<file path="config.mk">
export PLATFORM = sky130hd
export DESIGN_NAME = tvew_finish
export DESIGN_NICKNAME = d
export VERILOG_FILES = /design/src/sv/assert_macros.svh /design/src/sv/tvew_pkg.sv /design/src/sv/tvew_finish.sv
export SDC_FILE = /design/constraint.sdc
export NUM_CORES = 1
export LEC_CHECK = 0
export ABC_AREA = 1
export ABC_CLOCK_PERIOD_IN_PS = 1980
export CAP_MARGIN = 20
export CORE_AREA = 2 2 473 475
export CTS_CLUSTER_SIZE = 14
export DETAILED_ROUTE_END_ITERATION = 8
export DIE_AREA = 0 0 475 477
export DONT_BUFFER_PORTS = 1
export SETUP_SLACK_MARGIN = 0.3
export SLEW_MARGIN = 20
export SYNTH_ARGS = -nofsm -noshare
export SYNTH_HDL_FRONTEND = slang
export SYNTH_SLANG_ARGS = --single-unit
</file>
<file path="constraint.sdc">
create_clock -name clk_i -period 1.98 [get_ports clk_i]
set_clock_uncertainty 0.2 [all_clocks]
set_input_delay 0.099 -clock clk_i [delete_from_list [all_inputs] [get_ports clk_i]]
set_output_delay 0.099 -clock clk_i [all_outputs]
set_load 0.1 [all_outputs]
</file>
<file path="src/sv/assert_macros.svh">
// Assertion macros for the top-level unit, which checks its own logic.
`ifndef ASSERT_MACROS_SVH
`define ASSERT_MACROS_SVH

// Same-cycle implication, sampled on the rising edge of clk_i.
`define ASSERT_IMP(lbl, ante, cons, msg) \
  lbl: assert property (@(posedge clk_i) disable iff (!rst_ni) (ante) |-> (cons)) \
    else $error(msg);

// Next-cycle implication, sampled on the rising edge of clk_i.
`define ASSERT_NXT(lbl, ante, cons, msg) \
  lbl: assert property (@(posedge clk_i) disable iff (!rst_ni) (ante) |=> (cons)) \
    else $error(msg);

`endif

</file>
<file path="src/sv/tvew_pkg.sv">
`timescale 1ns / 1ps
package tvew_pkg;

  localparam int PIXEL_BITS = 8;
  localparam int BETA_W     = 48;
  localparam int FRAC       = 40;
  // Sum of two squared differences.
  localparam int P_W        = 2 * PIXEL_BITS + 1;
  // P scaled by 2^40 plus beta.
  localparam int S_W        = P_W + FRAC + 1;
  // Remainder 2^80 - w^2 * S.
  localparam int R_W        = 2 * FRAC + 1;
  // Running product w * S, bounded by 2^40 * sqrt(S).
  localparam int Q_W        = FRAC + (S_W + 1) / 2 + 1;
  localparam int W_W        = FRAC + 1;
  // Trial term before it is compared with the remainder.
  localparam int T_W        = S_W + 2 * FRAC + 2;
  localparam int N_ITER     = W_W;
  localparam int B_W        = $clog2(N_ITER);
  localparam int N_LANE     = 4;
  localparam int SUM_W      = W_W + 2;

  localparam logic [W_W-1:0]  WEIGHT_MAX = W_W'(1) << FRAC;
  localparam logic [BETA_W-1:0] BETA_RST = BETA_W'(1);

  // Lane order inside a stage.
  localparam int LANE_UP    = 0;
  localparam int LANE_LEFT  = 1;
  localparam int LANE_RIGHT = 2;
  localparam int LANE_DOWN  = 3;

  typedef struct packed {
    logic [PIXEL_BITS-1:0] pix_center;
    logic [PIXEL_BITS-1:0] pix_up;
    logic [PIXEL_BITS-1:0] pix_up_left;
    logic [PIXEL_BITS-1:0] pix_left;
    logic [PIXEL_BITS-1:0] pix_right;
    logic [PIXEL_BITS-1:0] pix_down;
    logic                  at_top;
    logic                  at_left;
    logic                  at_right;
    logic                  at_bottom;
  } in_item_t;

  typedef struct packed {
    logic           act;
    logic [R_W-1:0] rem;
    logic [Q_W-1:0] q;
    logic [S_W-1:0] s;
    logic [W_W-1:0] w;
  } lane_t;

  typedef struct packed {
    logic                     valid;
    lane_t [N_LANE-1:0]       lane;
  } stage_t;

endpackage

</file>
<file path="src/sv/tvew_finish.sv">
`timescale 1ns / 1ps
module tvew_finish (
  input  logic                         clk_i,
  input  logic                         rst_ni,
  input  logic                         adv_i,
  input  tvew_pkg::stage_t             stage_i,
  output logic                         valid_o,
  output logic [tvew_pkg::W_W-1:0]     weight_o [tvew_pkg::N_LANE],
  output logic [tvew_pkg::SUM_W-1:0]   sum_o
);

  logic [tvew_pkg::W_W-1:0]   wt_d [tvew_pkg::N_LANE];
  logic [tvew_pkg::W_W-1:0]   wt_q [tvew_pkg::N_LANE];
  logic [tvew_pkg::SUM_W-1:0] sum_d, sum_q;
  logic                       valid_q;

  // Saturate, zero the missing neighbours, and add up the diagonal entry.
  always_comb begin
    sum_d = '0;
    for (int l = 0; l < tvew_pkg::N_LANE; l++) begin
      if (!stage_i.lane[l].act) begin
        wt_d[l] = '0;
      end else if (stage_i.lane[l].w > tvew_pkg::WEIGHT_MAX) begin
        wt_d[l] = tvew_pkg::WEIGHT_MAX;
      end else begin
        wt_d[l] = stage_i.lane[l].w;
      end
      sum_d = sum_d + tvew_pkg::SUM_W'(wt_d[l]);
    end
  end

  always_ff @(posedge clk_i or negedge rst_ni) begin
    if (!rst_ni) begin
      valid_q <= 1'b0;
    end else if (adv_i) begin
      valid_q <= stage_i.valid;
    end
  end

  always_ff @(posedge clk_i) begin
    if (adv_i) begin
      wt_q  <= wt_d;
      sum_q <= sum_d;
    end
  end

  assign valid_o  = valid_q;
  assign weight_o = wt_q;
  assign sum_o    = sum_q;

endmodule

</file>
==> results.md, run 1 <==
- Relative slew slack: 30.89%
- Crit start category: input port
- Util after Layout: 11.82%
- Post-synth top area cell: edfxtp_1
- Final cell count without fillers: 5250
- Reg2reg end: valid_o$_DFFE_PN0P_
- Hold Vio Cnt, Final: 252
- Most frequent cells in the layout: buf_4 (550), inv_1 (397), edfxtp_1 (207), nand2_1 (171), buf_6 (100)
- Clock Path Buffers: 3
- TritonCTS buffer count: 29
- Max FO, Critical Path: 6
- Synth Net Count: 2660
- GPL Wtd Cong: 0.9548
- Pleak: 11.51 nW
- Area Growth Syn to Fin: 94.55%
- Worst hold path cell count: 2
- Row Count: 173
- Clock transition at the registers of the reported paths: 0.06 ns
- Overall power: 18.99 mW
- Post-synthesis cell count: 1528
- Run status: complete, but fails checks
- Cells on worst reg2reg path: 2
- Total congestion overflow: 0
- Fmax: 244.7 MHz
- Top post-synthesis cells by area: edfxtp_1 (46%), inv_1 (13%), fa_1 (12%), nand2_1 (8.2%), nor2_1 (5.7%)
- Largest net degree at the start of global routing: 209
- Worst hold start: stage_i[32]
- Initial core utilization: 6.077%
- Net count reported at finish: 3364
- Port Buffers: 0
- Synth top area share: 46.19%
- Power per Cell Area: 725.5 nW/µm²
- Vias in the first global route: 13710
- Worst setup path class: in2reg
- Remaining DRCs: 0
- Core Box Area: 221400 µm²
- Dpl hpwl: 92.23 mm
- Max-cap check violation count: 0
- Max VDD drop: 0.0006599 V
- CTS tree: yes
- Initial antenna violation count: 53
- CTS Sinks: 208
- Worst-margin pin slew: 1.037 ns
- Syn_area_per_cell: 8.807 µm²
- First-pass GRT wire length: 132.9 mm
- Root Buffer: clkbuf_16
- Sequential share of the synthesized area: 46.38%
- Sum Neg Setup Slack: -79.45 ns
- FF-to-FF Start: valid_o$_DFFE_PN0P_
- Die width: 475 µm
- Drt first pass iters: 5
- Critical path arrival: 4.24 ns
- Synthesis Warnings: 0
- Final period util: 206.4%
- Share of layout cells above drive strength 1: 51.69%
- Worst-Skew Late Latency: 0.62 ns
- Final Critical Period: 4.087 ns
- Hold Buf Count CTS: 9
- Avg WL per Cell: 20.17 µm
- Final setup vio count: 44
- Yosys reg bits: 208
- Worst reg2reg setup slack: 0.46 ns
- RSZ-0062 raised after global routing: yes
- Netlist cell types: 32
- Fillers: 25330
- Final wirelength: 105.9 mm
- Syn Std Cell Area: 13460 µm²
- H-tree depth: 1
- Final worst slack: -2.107 ns
- Post-route ant nets: 0
- Req. time, crit path: 2.14 ns
- Die Y: 477 µm
- Overall Global Routing Usage: 9.009%
- Violated checks: hold timing, setup timing
- Most common cell after layout, fill and taps aside: buf_4
- Via density: 2.547
- Die Area: 226600 µm²
- Type of the most critical hold path: in2reg
- Worst setup EP type: flop
- # IOs: 1216
- Cells after DPL: 5101
- WHS Endpoint: weight_o[155]$_DFFE_PP_
- Initial drt markers: 871
- Final hold slack: -0.4267 ns
- Vias: 13370
- Slew Limit Fails: 0
[power by group]
group          internal [mW]  switching (mW)
sequential              5.36           0.245
clock                   2.99            2.44
combinational           2.33            5.64
[how the worst max path moves through the flow]
stage / startpoint / end / depth (start not counted)
floorplan: stage_i[534] / sum_o[33]$_DFFE_PP_ / 24
global placement: stage_i[780] / sum_o[31]$_DFFE_PP_ / 23
detailed placement: stage_i[503] / sum_o[33]$_DFFE_PP_ / 25
CTS: stage_i[518] / sum_o[41]$_DFFE_PP_ / 25
global route: stage_i[517] / sum_o[25]$_DFFE_PP_ / 24
finish: stage_i[519] / sum_o[25]$_DFFE_PP_ / 24
[routing by layer]
metal / share of wire, % / track usage, % / up-vias
met5: 0.14 / 0 / -
li1: - / - / 6078
met2: 48 / 15.23 / 483
met1: 35 / 9.196 / 6618
met3: 12 / 4.625 / 167
met4: 4.9 / 4.089 / 28
[what timing repair did]
item	4_1_cts	5_1_grt
buffers inserted	37	26
gates resized for setup	380	285
hold endpoints to repair	370	358
cloned	2	1
setup endpoints to repair	132	94
pin swaps	59	138
[cells by family after synthesis]
logic type | share of synthesized area [%]
simple gates | 19.71
buf+inv | 13.85
flops | 46.38
xor+xnor | 1.497
compound gates | 2.371
fa+ha+maj | 16.10
mux | 0.08368
[worst max-delay path, stage by stage]
cell and delay (ns):
inv_6 0.03, nand4_1 0.36, nor2_1 0.27, buf_4 0.17, nand3_4 0.09, o21ai_4 0.21
nand2_4 0.13, buf_12 0.18, buf_8 0.13, nor2_4 0.11, fa_1 0.44, fa_1 0.57
ha_4 0.17, inv_2 0.04, fa_2 0.39, inv_4 0.10, nand2_2 0.06, nand2_2 0.08
nand3_2 0.07, nand2_2 0.09, nand2_2 0.07, nand3_4 0.16, buf_6 0.13, xor2_2 0.08
[stage by stage]
| stage | cell area (µm²) | setup slack, ns |
|---|---|---|
| CTS | 24880 | -2.094 |
| detailed placement | 21990 | -3.083 |
| global placement | 21990 | -3.122 |
| floorplan | 13670 | -1.707 |
| global route | 26150 | -2.240 |
| finish | 26180 | -2.107 |
[flip-flops by register name, summed over array words and instances (netlist names)]
name,flops
weight_o,164
valid_o,1
sum_o,43
[cell usage after synthesis (all sizes together)]
library cell,number
a21oi,33
a31oi,4
and2,1
buf,16
clkbuf,4
dfrtp,1
edfxtp,207
fa,82
ha,42
inv,462
mux2,1
nand2,293
nand2b,1
nand3,82
nand3b,2
nand4,26
nor2,206
nor3,14
nor4,6
o211ai,1
o21ai,19
o21bai,1
or2,1
xnor2,7
xor2,16
[layout make-up]
class | instances | area (µm²) | share of cell area [%]
tap | 2975 | 3722 | 14.22
antenna | 21 | 52.55 | 0.2007
inverter | 462 | 1833 | 7.002
clock buffer | 30 | 729.5 | 2.786
sequential | 208 | 6241 | 23.84
timing repair buffer | 693 | 6026 | 23.02
multi-input combinational | 838 | 7358 | 28.11
clock inverter | 23 | 217.7 | 0.8316
No activity file was read; power rests on OpenSTA's default activity.
==> run 2, diff against run 1 <==
--- a/config.mk
+++ b/config.mk
@@ -8,11 +8,12 @@
 export ABC_AREA = 1
 export ABC_CLOCK_PERIOD_IN_PS = 1980
 export CAP_MARGIN = 20
-export CORE_AREA = 2 2 473 475
+export CORE_AREA = 2 2 476 478
 export CTS_CLUSTER_SIZE = 14
 export DETAILED_ROUTE_END_ITERATION = 8
-export DIE_AREA = 0 0 475 477
+export DIE_AREA = 0 0 478 480
 export DONT_BUFFER_PORTS = 1
+export HOLD_SLACK_MARGIN = 0.05
 export SETUP_SLACK_MARGIN = 0.3
 export SLEW_MARGIN = 20
 export SYNTH_ARGS = -nofsm -noshare
==> run 2 against run 1 <==
  * The run still ends with hold timing, setup timing left
  * Routed wire length barely moved
  * Power rose by 2.5%
  * Register-to-register slack barely moved
  * Via count fell by 1.5%
  * Core utilization fell by 0.083 points
  * Die area rose by 1.3%
  * Count of clock-buffer cells in the layout rose by 8
  * First-iteration DRC count fell by 6.5%
  * Critical path depth did not move
  * Global-route usage fell by 0.16 points
  * Critical path type unchanged
  * Critical endpoint is now sum_o[21]$_DFFE_PP_
  * Largest cell class unchanged
==> results.md, run 2 (synthesis gave the netlist of run 1 again) <==
- Worst hold start: stage_i[36]
- Final hold slack: -0.4718 ns
- Type of the most critical hold path: in2reg
- Relative slew slack: 34.05%
- Worst setup path class: in2reg
- Final worst slack: -2.111 ns
- Vias in the first global route: 13900
- Worst setup EP type: flop
- Area Growth Syn to Fin: 95.44%
- TritonCTS buffer count: 30
- Core Box Area: 224000 µm²
- Req. time, crit path: 2.15 ns
- Via density: 2.496
- Hold Buf Count CTS: 9
- Fmax: 244.4 MHz
- Initial antenna violation count: 40
- Max FO, Critical Path: 7
- Die Y: 480 µm
- CTS Sinks: 208
- Initial drt markers: 814
- # IOs: 1216
- Net count reported at finish: 3378
- H-tree depth: 1
- Dpl hpwl: 92.49 mm
- Final wirelength: 105.8 mm
- Worst reg2reg setup slack: 0.47 ns
- Largest net degree at the start of global routing: 209
- Worst hold path cell count: 2
- WHS Endpoint: weight_o[159]$_DFFE_PP_
- Max FFs per register: 164
- FF-to-FF Start: valid_o$_DFFE_PN0P_
- CTS tree: yes
- Share of layout cells above drive strength 1: 52.69%
- Root Buffer: clkbuf_16
- Run status: complete, but fails checks
- Most common cell after layout, fill and taps aside: buf_4
- Final cell count without fillers: 5279
- Crit start category: input port
- Worst-margin pin slew: 0.9892 ns
- Fillers: 25640
- Cells on worst reg2reg path: 2
- Final Critical Period: 4.091 ns
- Clock transition at the registers of the reported paths: 0.07 ns
- Pleak: 11.54 nW
- Post-route ant nets: 0
- Die width: 478 µm
- Sum Neg Setup Slack: -78.76 ns
- Overall power: 19.46 mW
- Overall Global Routing Usage: 8.847%
- Power per Cell Area: 739.9 nW/µm²
- Vias: 13180
- GPL Wtd Cong: 0.9224
- Max VDD drop: 0.0006662 V
- Critical path arrival: 4.26 ns
- Max-cap check violation count: 0
- Worst-Skew Late Latency: 0.60 ns
- Die Area: 229400 µm²
- Most frequent cells in the layout: buf_4 (603), inv_1 (384), edfxtp_1 (207), nand2_1 (158)
- Remaining DRCs: 0
- Reg2reg end: valid_o$_DFFE_PN0P_
- Final setup vio count: 44
- First-pass GRT wire length: 132.9 mm
- Cells after DPL: 5138
- Drt first pass iters: 5
- Port Buffers: 0
- Hold Vio Cnt, Final: 286
- Total congestion overflow: 0
- Initial core utilization: 6.007%
- Clock Path Buffers: 3
- Violated checks: hold timing, setup timing
- Avg WL per Cell: 20.04 µm
- RSZ-0062 raised after global routing: yes
- Row Count: 174
- Slew Limit Fails: 0
- Final period util: 206.6%
## run 2: cell types whose count changed in the layout (fill, tap and decap cells not counted), sizes merged
cell,previous run,this run
buf,683,697
inv,461,450
clkbuf,31,38
bufinv,2,4
clkinvlp,9,11
diode,21,19
## run 2: through the flow
step                      utilization, %  area, µm²  setup WS, ns
final                              11.74      26300        -2.111
after global routing               11.72      26270        -2.113
after CTS                          11.20      25090        -1.943
after detailed placement           9.893      22160        -3.266
after global placement             9.893      22160        -3.360
after floorplan                        -      13670        -1.707
## run 2: what timing repair did
action / CTS / global route
pin swaps: 62 / 102
resized for setup: 408 / 256
hold endpoints to repair: 375 / 366
endpoints found under the setup margin: 136 / 92
cloned: 2 / 0
setup buffers: 23 / 34
## run 2: worst max path at each step
stage,startpoint,endpoint,slack [ns],cells past startpoint
floorplan,stage_i[534],sum_o[33]$_DFFE_PP_,-1.71,24
global placement,stage_i[523],sum_o[32]$_DFFE_PP_,-3.36,24
detailed placement,stage_i[523],sum_o[32]$_DFFE_PP_,-3.27,24
CTS,stage_i[772],sum_o[35]$_DFFE_PP_,-1.94,23
global route,stage_i[771],sum_o[35]$_DFFE_PP_,-2.11,29
finish,stage_i[529],sum_o[21]$_DFFE_PP_,-2.11,24
## run 2: layer usage
layer  global-route usage [%]  routed length (µm)  part of all wire (%)
met2                    15.69               53310                    50
met1                    9.346               38850                    37
met3                    3.616                9651                   9.1
met5                        0                 103                 0.097
met4                    3.234                3872                   3.7
## run 2: cell type report
cell class | instances | area, µm² | area share, %
repair buffers | 706 | 5886 | 22.38
flip-flops and latches | 208 | 6241 | 23.73
inverters | 462 | 1883 | 7.160
well taps | 2992 | 3744 | 14.23
multi-input cells | 838 | 7465 | 28.38
clock buffers | 38 | 820.8 | 3.121
diodes | 19 | 47.55 | 0.1808
clock inverters | 16 | 214.0 | 0.8135
## run 2: critical path: stages
cell and delay [ns]:
inv_1 0.08, nand4_1 0.16, nor3_4 0.44, nand3_2 0.14, buf_6 0.15, o21ai_4 0.22, nand2_8 0.10, buf_12 0.16
buf_4 0.15, nor2_4 0.14, buf_4 0.17, fa_1 0.40, inv_2 0.09, fa_1 0.40, inv_1 0.10, ha_4 0.23
nand2_1 0.06, nand2_1 0.10, nand2_1 0.10, nand2_2 0.10, a21oi_2 0.18, nand3_4 0.15, buf_12 0.16, xor2_4 0.15
## run 2: report_power, final
group | switching (mW) | total [mW] | internal (mW)
Combinational | 5.70 | 8.05 | 2.35
Clock | 2.42 | 5.87 | 3.45
Sequential | 0.187 | 5.54 | 5.35
Total | 8.31 | 19.5 | 11.1
