**src/sv/assert_macros.svh**
```systemverilog
// Assertion macros for the top-level unit, which checks its own logic.
`ifndef ASSERT_MACROS_SVH
`define ASSERT_MACROS_SVH

// Same-cycle implication, sampled on the rising edge of clk_i.
`define ASSERT_IMP(lbl, ante, cons, msg) \
  lbl: assert property (@(posedge clk_i) disable iff (!rst_ni) (ante) |-> (cons)) \
    else $error(msg);

// Next-cycle implication, sampled on the rising edge of clk_i.
`define ASSERT_NXT(lbl, ante, cons, msg) \
  lbl: assert property (@(posedge clk_i) disable iff (!rst_ni) (ante) |=> (cons)) \
    else $error(msg);

`endif

```
**src/sv/tvew_pkg.sv**
```systemverilog
`timescale 1ns / 1ps
package tvew_pkg;

  localparam int PIXEL_BITS = 8;
  localparam int BETA_W     = 48;
  localparam int FRAC       = 40;
  // Sum of two squared differences.
  localparam int P_W        = 2 * PIXEL_BITS + 1;
  // P scaled by 2^40 plus beta.
  localparam int S_W        = P_W + FRAC + 1;
  // Remainder 2^80 - w^2 * S.
  localparam int R_W        = 2 * FRAC + 1;
  // Running product w * S, bounded by 2^40 * sqrt(S).
  localparam int Q_W        = FRAC + (S_W + 1) / 2 + 1;
  localparam int W_W        = FRAC + 1;
  // Trial term before it is compared with the remainder.
  localparam int T_W        = S_W + 2 * FRAC + 2;
  localparam int N_ITER     = W_W;
  localparam int B_W        = $clog2(N_ITER);
  localparam int N_LANE     = 4;
  localparam int SUM_W      = W_W + 2;

  localparam logic [W_W-1:0]  WEIGHT_MAX = W_W'(1) << FRAC;
  localparam logic [BETA_W-1:0] BETA_RST = BETA_W'(1);

  // Lane order inside a stage.
  localparam int LANE_UP    = 0;
  localparam int LANE_LEFT  = 1;
  localparam int LANE_RIGHT = 2;
  localparam int LANE_DOWN  = 3;

  typedef struct packed {
    logic [PIXEL_BITS-1:0] pix_center;
    logic [PIXEL_BITS-1:0] pix_up;
    logic [PIXEL_BITS-1:0] pix_up_left;
    logic [PIXEL_BITS-1:0] pix_left;
    logic [PIXEL_BITS-1:0] pix_right;
    logic [PIXEL_BITS-1:0] pix_down;
    logic                  at_top;
    logic                  at_left;
    logic                  at_right;
    logic                  at_bottom;
  } in_item_t;

  typedef struct packed {
    logic           act;
    logic [R_W-1:0] rem;
    logic [Q_W-1:0] q;
    logic [S_W-1:0] s;
    logic [W_W-1:0] w;
  } lane_t;

  typedef struct packed {
    logic                     valid;
    lane_t [N_LANE-1:0]       lane;
  } stage_t;

endpackage

```
**src/sv/tvew_prep.sv**
```systemverilog
`timescale 1ns / 1ps
module tvew_prep (
  input  logic                          clk_i,
  input  logic                          rst_ni,
  input  logic                          adv_i,
  input  logic                          valid_i,
  input  tvew_pkg::in_item_t            item_i,
  input  logic [tvew_pkg::BETA_W-1:0]   beta_i,
  output tvew_pkg::stage_t              stage_o
);

  logic [tvew_pkg::PIXEL_BITS-1:0] dx [tvew_pkg::N_LANE];
  logic [tvew_pkg::PIXEL_BITS-1:0] dy [tvew_pkg::N_LANE];
  logic [tvew_pkg::N_LANE-1:0]     act;
  logic [tvew_pkg::PIXEL_BITS-1:0] d_up_ul, d_c_up, d_c_lf, d_lf_ul, d_c_rt, d_c_dn;
  tvew_pkg::stage_t                stage_d;
  logic                            valid_q;
  tvew_pkg::lane_t [tvew_pkg::N_LANE-1:0] lane_q;

  function automatic logic [tvew_pkg::PIXEL_BITS-1:0] absd(
    input logic [tvew_pkg::PIXEL_BITS-1:0] a,
    input logic [tvew_pkg::PIXEL_BITS-1:0] b
  );
    return (a >= b) ? (a - b) : (b - a);
  endfunction

  // Differences of the mixed pairs; terms over absent pixels are zero.
  always_comb begin
    d_up_ul = absd(item_i.pix_up, item_i.pix_up_left);
    d_c_up  = absd(item_i.pix_center, item_i.pix_up);
    d_c_lf  = absd(item_i.pix_center, item_i.pix_left);
    d_lf_ul = absd(item_i.pix_left, item_i.pix_up_left);
    d_c_rt  = absd(item_i.pix_center, item_i.pix_right);
    d_c_dn  = absd(item_i.pix_center, item_i.pix_down);

    dx[tvew_pkg::LANE_UP]    = item_i.at_left ? '0 : d_up_ul;
    dy[tvew_pkg::LANE_UP]    = d_c_up;
    dx[tvew_pkg::LANE_LEFT]  = d_c_lf;
    dy[tvew_pkg::LANE_LEFT]  = item_i.at_top ? '0 : d_lf_ul;
    dx[tvew_pkg::LANE_RIGHT] = d_c_rt;
    dy[tvew_pkg::LANE_RIGHT] = item_i.at_top ? '0 : d_c_up;
    dx[tvew_pkg::LANE_DOWN]  = item_i.at_left ? '0 : d_c_lf;
    dy[tvew_pkg::LANE_DOWN]  = d_c_dn;

    act[tvew_pkg::LANE_UP]    = !item_i.at_top;
    act[tvew_pkg::LANE_LEFT]  = !item_i.at_left;
    act[tvew_pkg::LANE_RIGHT] = !item_i.at_right;
    act[tvew_pkg::LANE_DOWN]  = !item_i.at_bottom;
  end

  // Squared sum, scaled radicand and the start values of the root search.
  always_comb begin
    stage_d.valid = valid_i;
    for (int l = 0; l < tvew_pkg::N_LANE; l++) begin
      stage_d.lane[l].act = act[l];
      stage_d.lane[l].s   = {(tvew_pkg::P_W)'({dx[l]} * {dx[l]}) +
                             (tvew_pkg::P_W)'({dy[l]} * {dy[l]}),
                             (tvew_pkg::FRAC)'(0)} + tvew_pkg::S_W'(beta_i);
      stage_d.lane[l].rem = tvew_pkg::R_W'(1) << (2 * tvew_pkg::FRAC);
      stage_d.lane[l].q   = '0;
      stage_d.lane[l].w   = '0;
    end
  end

  always_ff @(posedge clk_i or negedge rst_ni) begin
    if (!rst_ni) begin
      valid_q <= 1'b0;
    end else if (adv_i) begin
      valid_q <= stage_d.valid;
    end
  end

  always_ff @(posedge clk_i) begin
    if (adv_i) begin
      lane_q <= stage_d.lane;
    end
  end

  assign stage_o.valid = valid_q;
  assign stage_o.lane  = lane_q;

endmodule

```
**config.mk**
```make
export PLATFORM = sky130hd
export DESIGN_NAME = tvew_prep
export DESIGN_NICKNAME = d
export VERILOG_FILES = /design/src/sv/assert_macros.svh /design/src/sv/tvew_pkg.sv /design/src/sv/tvew_prep.sv
export SDC_FILE = /design/constraint.sdc
export NUM_CORES = 1
export LEC_CHECK = 0
export ABC_AREA = 1
export BUFFER_PORTS_ARGS = -buffer_cell sky130_fd_sc_hd__clkbuf_2
export CAP_MARGIN = 30
export CELL_PAD_IN_SITES_DETAIL_PLACEMENT = 1
export CELL_PAD_IN_SITES_GLOBAL_PLACEMENT = 1
export CORE_AREA = 2 2 432 434
export DETAILED_ROUTE_END_ITERATION = 6
export DIE_AREA = 0 0 434 436
export GPL_TIMING_DRIVEN = 0
export PLACE_DENSITY = 0.41
export SLEW_MARGIN = 20
export SYNTH_ARGS = -nofsm -noshare
export SYNTH_HDL_FRONTEND = slang
export SYNTH_SLANG_ARGS = --single-unit
```
**constraint.sdc**
```tcl
create_clock -name clk_i -period 1 [get_ports clk_i]
set_input_delay 0.05 -clock clk_i [delete_from_list [all_inputs] [get_ports clk_i]]
set_output_delay 0.05 -clock clk_i [all_outputs]
set_load 0.02 [all_outputs]
```
==> results of run 1 <==
[layout make-up]
cell class	count	area, um2	share of cell area (%)
diodes	9	22.5	0.0470
plain buffers	913	7200	15.0
well taps	2480	3100	6.48
flip-flops and latches	117	3510	7.32
multi-input cells	2995	24800	51.8
repair buffers	680	5540	11.6
clock buffers	18	429	0.896
clock inverters	14	143	0.298
inverters	787	3150	6.57
[critical path: cells and delay by family]
| kind | cells | cell delay, ns |
|---|---|---|
| fa+ha+maj | 10 | 4.09 |
| simple gates | 11 | 1.18 |
| buf+inv | 10 | 0.88 |
| compound gates | 2 | 0.36 |
| xor+xnor | 2 | 0.28 |
[stage by stage]
step / hold slack, ns / setup slack (ns) / cell area, um2 / TNS [ns] / utilization (%)
2_1_floorplan: -0.246 / -5.64 / 35700 / -309.02 / -
3_3_place_gp: -0.173 / -7.34 / 40500 / -690.39 / 21.9
3_5_place_dp: -0.173 / -7.37 / 40500 / -442.56 / 21.9
4_1_cts: 0.0294 / -5.55 / 45000 / -397.89 / 24.4
5_1_grt: 0.0725 / -5.86 / 47900 / -409.59 / 25.9
6_report: 0.0775 / -5.63 / 47900 / -377.21 / 26.0
[final timing paths]
check                                         start                      to
worst max-delay path                     item_i[44]  stage_o[597]$_DFFE_PP_
worst min-delay path                          adv_i  stage_o[845]$_DFFE_PP_
worst max register to register  valid_q$_DFFE_PN0P_     valid_q$_DFFE_PN0P_
worst min register to register  valid_q$_DFFE_PN0P_     valid_q$_DFFE_PN0P_
max in group asynchronous                    rst_ni     valid_q$_DFFE_PN0P_
min in group asynchronous                    rst_ni     valid_q$_DFFE_PN0P_
[flip-flops by register name, indices dropped and copies added, names as in the netlist]
name	cells
stage_o	116
valid_q	1
[Yosys cell counts, types with 12 or more instances]
library cell    n  share of area, %
nor2_1        301               3.6
nand2_1       678               8.1
fa_1          320                20
inv_1         768               9.2
xnor2_1        35              0.97
xor2_1         99               2.8
a21oi_1       105               1.7
o21ai_0        32              0.51
ha_1          334                13
nor2_2         17              0.34
nand4_1        42              0.84
nand3_1       131               2.1
buf_4         898                21
o211ai_1       12              0.29
edfxtp_1      116                11
inv_2          17              0.20
[per-layer routing]
metal	part of all wire (%)	up-vias	wire [um]
li1	-	13600	-
met1	40	13000	49100
met2	55	509	66500
met3	3.5	89	4260
met4	1.8	2	2140
met5	0.0082	-	10
[repair_timing]
item	CTS	global route
hold endpoints to repair	44	0
endpoints found under the setup margin	310	309
hold buffers	45	0
pin swaps	169	187
buffers inserted	177	129
gates resized for setup	479	588
cloned	6	0
[logic make-up (layout without fill, tap and decap cells)]
kind of cell / Yosys count / in the layout / synth area share, %
mux: 1 / 1 / 0.0358
xor+xnor: 134 / 134 / 3.73
flops: 117 / 117 / 11.2
fa+ha+maj: 654 / 654 / 33.6
simple gates: 1227 / 1232 / 16.4
compound gates: 206 / 206 / 3.89
other cells: 2 / 777 / 0.0239
buf+inv: 1703 / 2412 / 31.1
==> summary.txt, run 1 <==
Status
  • Outcome: finished with violations
  • Failing checks: negative setup slack

STA
  • Fmax: 151 MHz
  • Slew at the pin closest to its max-slew limit: 0.724 ns
  • Fin. max-slew vios: 0
  • Final Hold Vio Count: 0
  • Setup ws final: -5.63 ns
  • Slew HR: 51.4%
  • RSZ-0062 raised after global routing: yes
  • Setup violators final: approximately 300
  • Final min period: 6.63 ns
  • Final Skew: 0 ns
  • Tcrit/Tclk final: 663%

Global routing
  • GR Layer Usage met3: ~1.8%
  • Largest net degree at the start of global routing: 75
  • M1 GR Usage: 14.5%
  • First-pass GRT wire length: 178000 um
  • Global route total overflow: 0
  • Initial antenna violation count: 25
  • Vias in the first global route: 28400
  • GRT busiest layer: met2
  • GRT Resource Usage Total: 12.6%
  • Met2 usage: 24.3%

Clocking
  • CTS buffer count: 17
  • CTS Buffer Depth: 2
  • CTS root buffer: clkbuf_16
  • Worst-path clk slew: 0.07 ns
  • Worst-skew pair later-pin latency: approximately 0.5 ns
  • CTS Sinks: 117
  • H-Tree Depth: 4
  • CTS tree: built

Setup path
  • Crit path top cell by count: fa_1
  • Setup crit start kind: input pin
  • R2R depth: 1
  • R2R Setup Slk: 0.26 ns
  • Critical path fanouts, max: 5
  • Req. time, crit path: 1.26 ns
  • CP max-delay cell: fa_1
  • Kind of end point of the critical path: flip-flop
  • Crit-path max cell delay: 0.57 ns
  • WP data arrival: 6.89 ns
  • Crit Path Category: input pin to flip-flop

Die
  • Die Area: around 190000 um2
  • Starting density of the core: 17.0%
  • I/O Pins: between 1000 and 1500
  • Row Count: 158
  • Die Span Y: 436 um
  • Chip Width: 434 um
  • Core area: 185000 um2

Route
  • Vias: 27100
  • Drt first pass iters: 4
  • Vias/cell: 3.39
  • Wire length per cell: 15.2 um
  • Starting DRC count in detailed routing: 565
  • Residual DRC: 0
  • Antenna viol nets, final: 0
  • Routed wire length: 122000 um

Yosys
  • Mapped Area: 31500 um2
  • Post-synthesis sequential area ratio: 11.2%
  • EDFF count, synth: about 120
  • Syn Inst Count: 4044
  • Async SR Flop Fraction: 0.855%
  • Synth Warn #: 0
  • Post-synthesis register bit count: 117
  • Synth Flop Type: edfxtp_1
  • Synth cell types: 46
  • Syn Area/Cell: 7.78 um2

Placed design
  • IO Port Bufs: 339
  • Post-detail-place hpwl: 108000 um
  • Placed Cells: 7630
  • GPL Wtd Cong: 0.782

Cells and area
  • Layout fillers: 22300
  • Layout area overhead: 52.3%
  • Nets: 6269
  • Fin cells: between 8000 and 9000
  • Most frequent cells in the layout: buf_4 (1048), conb_1 (768), inv_1 (674)
  • Commonest non-fill, non-tap cell in the layout: buf_4
  • Share of cells above drive strength 1: a little over 40%

Job
  • MaxCap Viol Count: 0

Worst hold path
  • Type of the worst min-delay path: input pin to flip-flop
  • WHS Path Cells: 1
Power of run 1 is not shown: default switching activity piles up to over one toggle a cycle in this logic, so the estimate is an artifact.
==> run 2, diff against run 1 <==
--- a/config.mk
+++ b/config.mk
@@ -6,15 +6,15 @@
 export NUM_CORES = 1
 export LEC_CHECK = 0
 export ABC_AREA = 1
-export BUFFER_PORTS_ARGS = -buffer_cell sky130_fd_sc_hd__clkbuf_2
 export CAP_MARGIN = 30
 export CELL_PAD_IN_SITES_DETAIL_PLACEMENT = 1
 export CELL_PAD_IN_SITES_GLOBAL_PLACEMENT = 1
-export CORE_AREA = 2 2 432 434
+export CORE_AREA = 2 2 426 428
 export DETAILED_ROUTE_END_ITERATION = 6
-export DIE_AREA = 0 0 434 436
+export DIE_AREA = 0 0 428 430
+export DONT_BUFFER_PORTS = 1
 export GPL_TIMING_DRIVEN = 0
-export PLACE_DENSITY = 0.41
+export PLACE_DENSITY = 0.35
 export SLEW_MARGIN = 20
 export SYNTH_ARGS = -nofsm -noshare
 export SYNTH_HDL_FRONTEND = slang
==> run 2 against run 1 <==
Effect of this change:
- the run ends with negative hold slack, negative setup slack left
- sequential cell count stayed put
- sequential share of layout area is 0.48 points higher
- clock skew stayed put
- die area is 2.7% lower
- maximum frequency is 2.1% higher
- core utilization is 0.92 points lower
- final cell count is 6.6% lower
- register-to-register slack hardly changed
- cell area is 6.1% lower
- critical endpoint is now stage_o[849]$_DFFE_PP_
==> summary.txt, run 2 (synthesized netlist as in run 1, its figures left out) <==
Route
  • Residual DRC: 0 (unchanged)
  • Antenna viol nets, final: 0 (unchanged)
  • Drt first pass iters: 4 (unchanged)
  • Vias/cell: 3.42 (+0.82%)
  • Vias: 25600 (-5.8%)
  • Routed wire length: 132000 um (+8.2%)
  • Wire length per cell: 17.6 um (+16%)
  • Starting DRC count in detailed routing: 656 (+16%)

Worst hold path
  • Type of the worst min-delay path: input pin to flip-flop

STA
  • Fin. max-slew vios: 0 (unchanged)
  • Final Hold Vio Count: 131 (+131)
  • Total Neg Setup Slack: -377.38 ns (-0.172 ns)
  • Worst hold slack: -0.341 ns (-0.419 ns)
  • RSZ-0062 raised after global routing: yes
  • Slew HR: 43.9% (-7.5 points)
  • Setup ws final: -5.50 ns (+0.134 ns)
  • Fmax: 154 MHz (+2.1%)
  • Slew at the pin closest to its max-slew limit: 0.836 ns (+0.111 ns)
  • Tcrit/Tclk final: 650% (-13 points)
  • Final Skew: 0 ns (unchanged)
  • Setup violators final: 306 (-0.97%)
  • Final min period: 6.50 ns (-0.134 ns)

Setup path
  • Crit Path Category: input pin to flip-flop
  • R2R Setup Slk: 0.25 ns (about the same)
  • Crit path buf inv count: 8 (-2)
  • Crit path top cell by count: fa_1
  • WP data arrival: 6.75 ns (-0.14 ns)
  • Kind of end point of the critical path: flip-flop
  • Setup crit start kind: input pin
  • Crit-path max cell delay: 0.62 ns (+0.05 ns)
  • CP top delay family: adder cells
  • Critical path fanouts, max: 5 (unchanged)
  • Req. time, crit path: 1.25 ns (about the same)
  • CP max-delay cell: fa_2

Cells and area
  • Most frequent cells in the layout: buf_4 (944), conb_1 (768), inv_1 (674)
  • Max reg flops: 116 (unchanged)
  • Layout fillers: 21400 (-3.6%)
  • Antenna cell count: 0 (-9)
  • Nets: 5863 (-6.5%)
  • Post-route cell area: 45000 um2 (-6.1%)
  • Share of cells above drive strength 1: 36.1% (-4.9 points)
  • Layout area overhead: 43.0%
  • Commonest non-fill, non-tap cell in the layout: buf_4

Job
  • MaxCap Viol Count: 0 (unchanged)

Global routing
  • Initial antenna violation count: 9 (-64%)
  • GRT Resource Usage Total: 14.1% (+1.4 points)
  • Vias in the first global route: 26900 (-5.2%)
  • Largest net degree at the start of global routing: 118 (+57%)
  • First-pass GRT wire length: 189000 um (+6.2%)
  • Global route total overflow: 0 (unchanged)

Placed design
  • Placed Area: 38600 um2 (-4.6%)
  • Post-detail-place hpwl: 116000 um (+7.4%)
  • IO Port Bufs: 0 (-100%)
  • GPL Wtd Cong: 0.753 (-3.7%)

Die
  • Core area: 180000 um2 (-2.6%)
  • I/O Pins: 1109 (unchanged)
  • Row Count: 156 (-1.3%)
  • Starting density of the core: 17.5% (+0.46 points)
  • Die Span Y: 430 um (-1.4%)
  • Die Area: 184000 um2 (-2.7%)
  • Chip Width: 428 um (-1.4%)

Clocking
  • Worst-path clk slew: 0.07 ns (about the same)
  • Worst-skew pair later-pin latency: 0.50 ns (about the same)
  • CTS buffer count: 17 (unchanged)
  • CTS root buffer: clkbuf_16
  • CTS Hold Bufs: 45 (unchanged)
  • CTS Sinks: 117 (unchanged)
  • CTS tree: built
  • H-Tree Depth: 4 (unchanged)
  • CTS Buffer Depth: 2 (unchanged)

Status
  • Outcome: finished with violations
  • Failing checks: negative hold slack, negative setup slack
## run 2: per-stage QoR
step	worst slack [ns]	cells	utilization, %
floorplan	-5.64	4810	-
global placement	-6.71	7180	21.5
detailed placement	-6.68	7180	21.5
CTS	-5.54	7344	23.0
global route	-5.81	7488	25.0
finish	-5.50	7488	25.0
## run 2: area by class of cell
cell class	count	area (um2)	area share, %
multi-input cells	2995	24800	55.2
plain buffers	915	7380	16.4
flip-flops and latches	117	3510	7.80
inverters	787	3140	6.98
well taps	2370	2970	6.59
repair buffers	272	2590	5.76
clock buffers	17	425	0.946
clock inverters	15	154	0.342
## run 2: per-layer routing
layer / GRT usage, % / share of wire, % / up-vias / wire (um)
li1: - / - / 12700 / -
met1: 16.4 / 41 / 12300 / 54000
met2: 27.3 / 55 / 432 / 72600
met3: 2.09 / 3.1 / 56 / 4130
met4: 2.04 / 1.1 / 0 / 1440
met5: 0 / 0 / - / 0
## run 2: path summary, 6_finish.rpt
check                               startpoint  depth (start not counted)                      to
setup / recovery                    item_i[44]                         34  stage_o[849]$_DFFE_PP_
hold reg to reg            valid_q$_DFFE_PN0P_                          1     valid_q$_DFFE_PN0P_
hold / removal                           adv_i                          0   stage_o[56]$_DFFE_PP_
max in group asynchronous               rst_ni                          2     valid_q$_DFFE_PN0P_
setup reg to reg           valid_q$_DFFE_PN0P_                          1     valid_q$_DFFE_PN0P_
min in group asynchronous               rst_ni                          2     valid_q$_DFFE_PN0P_
## run 2: timing repair
item,in CTS,in global routing
gates cloned,3,3
buffers inserted,84,148
pin swaps,83,225
gates resized for setup,234,555
endpoints found under the setup margin,305,305
endpoints found under the hold margin,180,132
Power of run 2 is left out for the same reason.
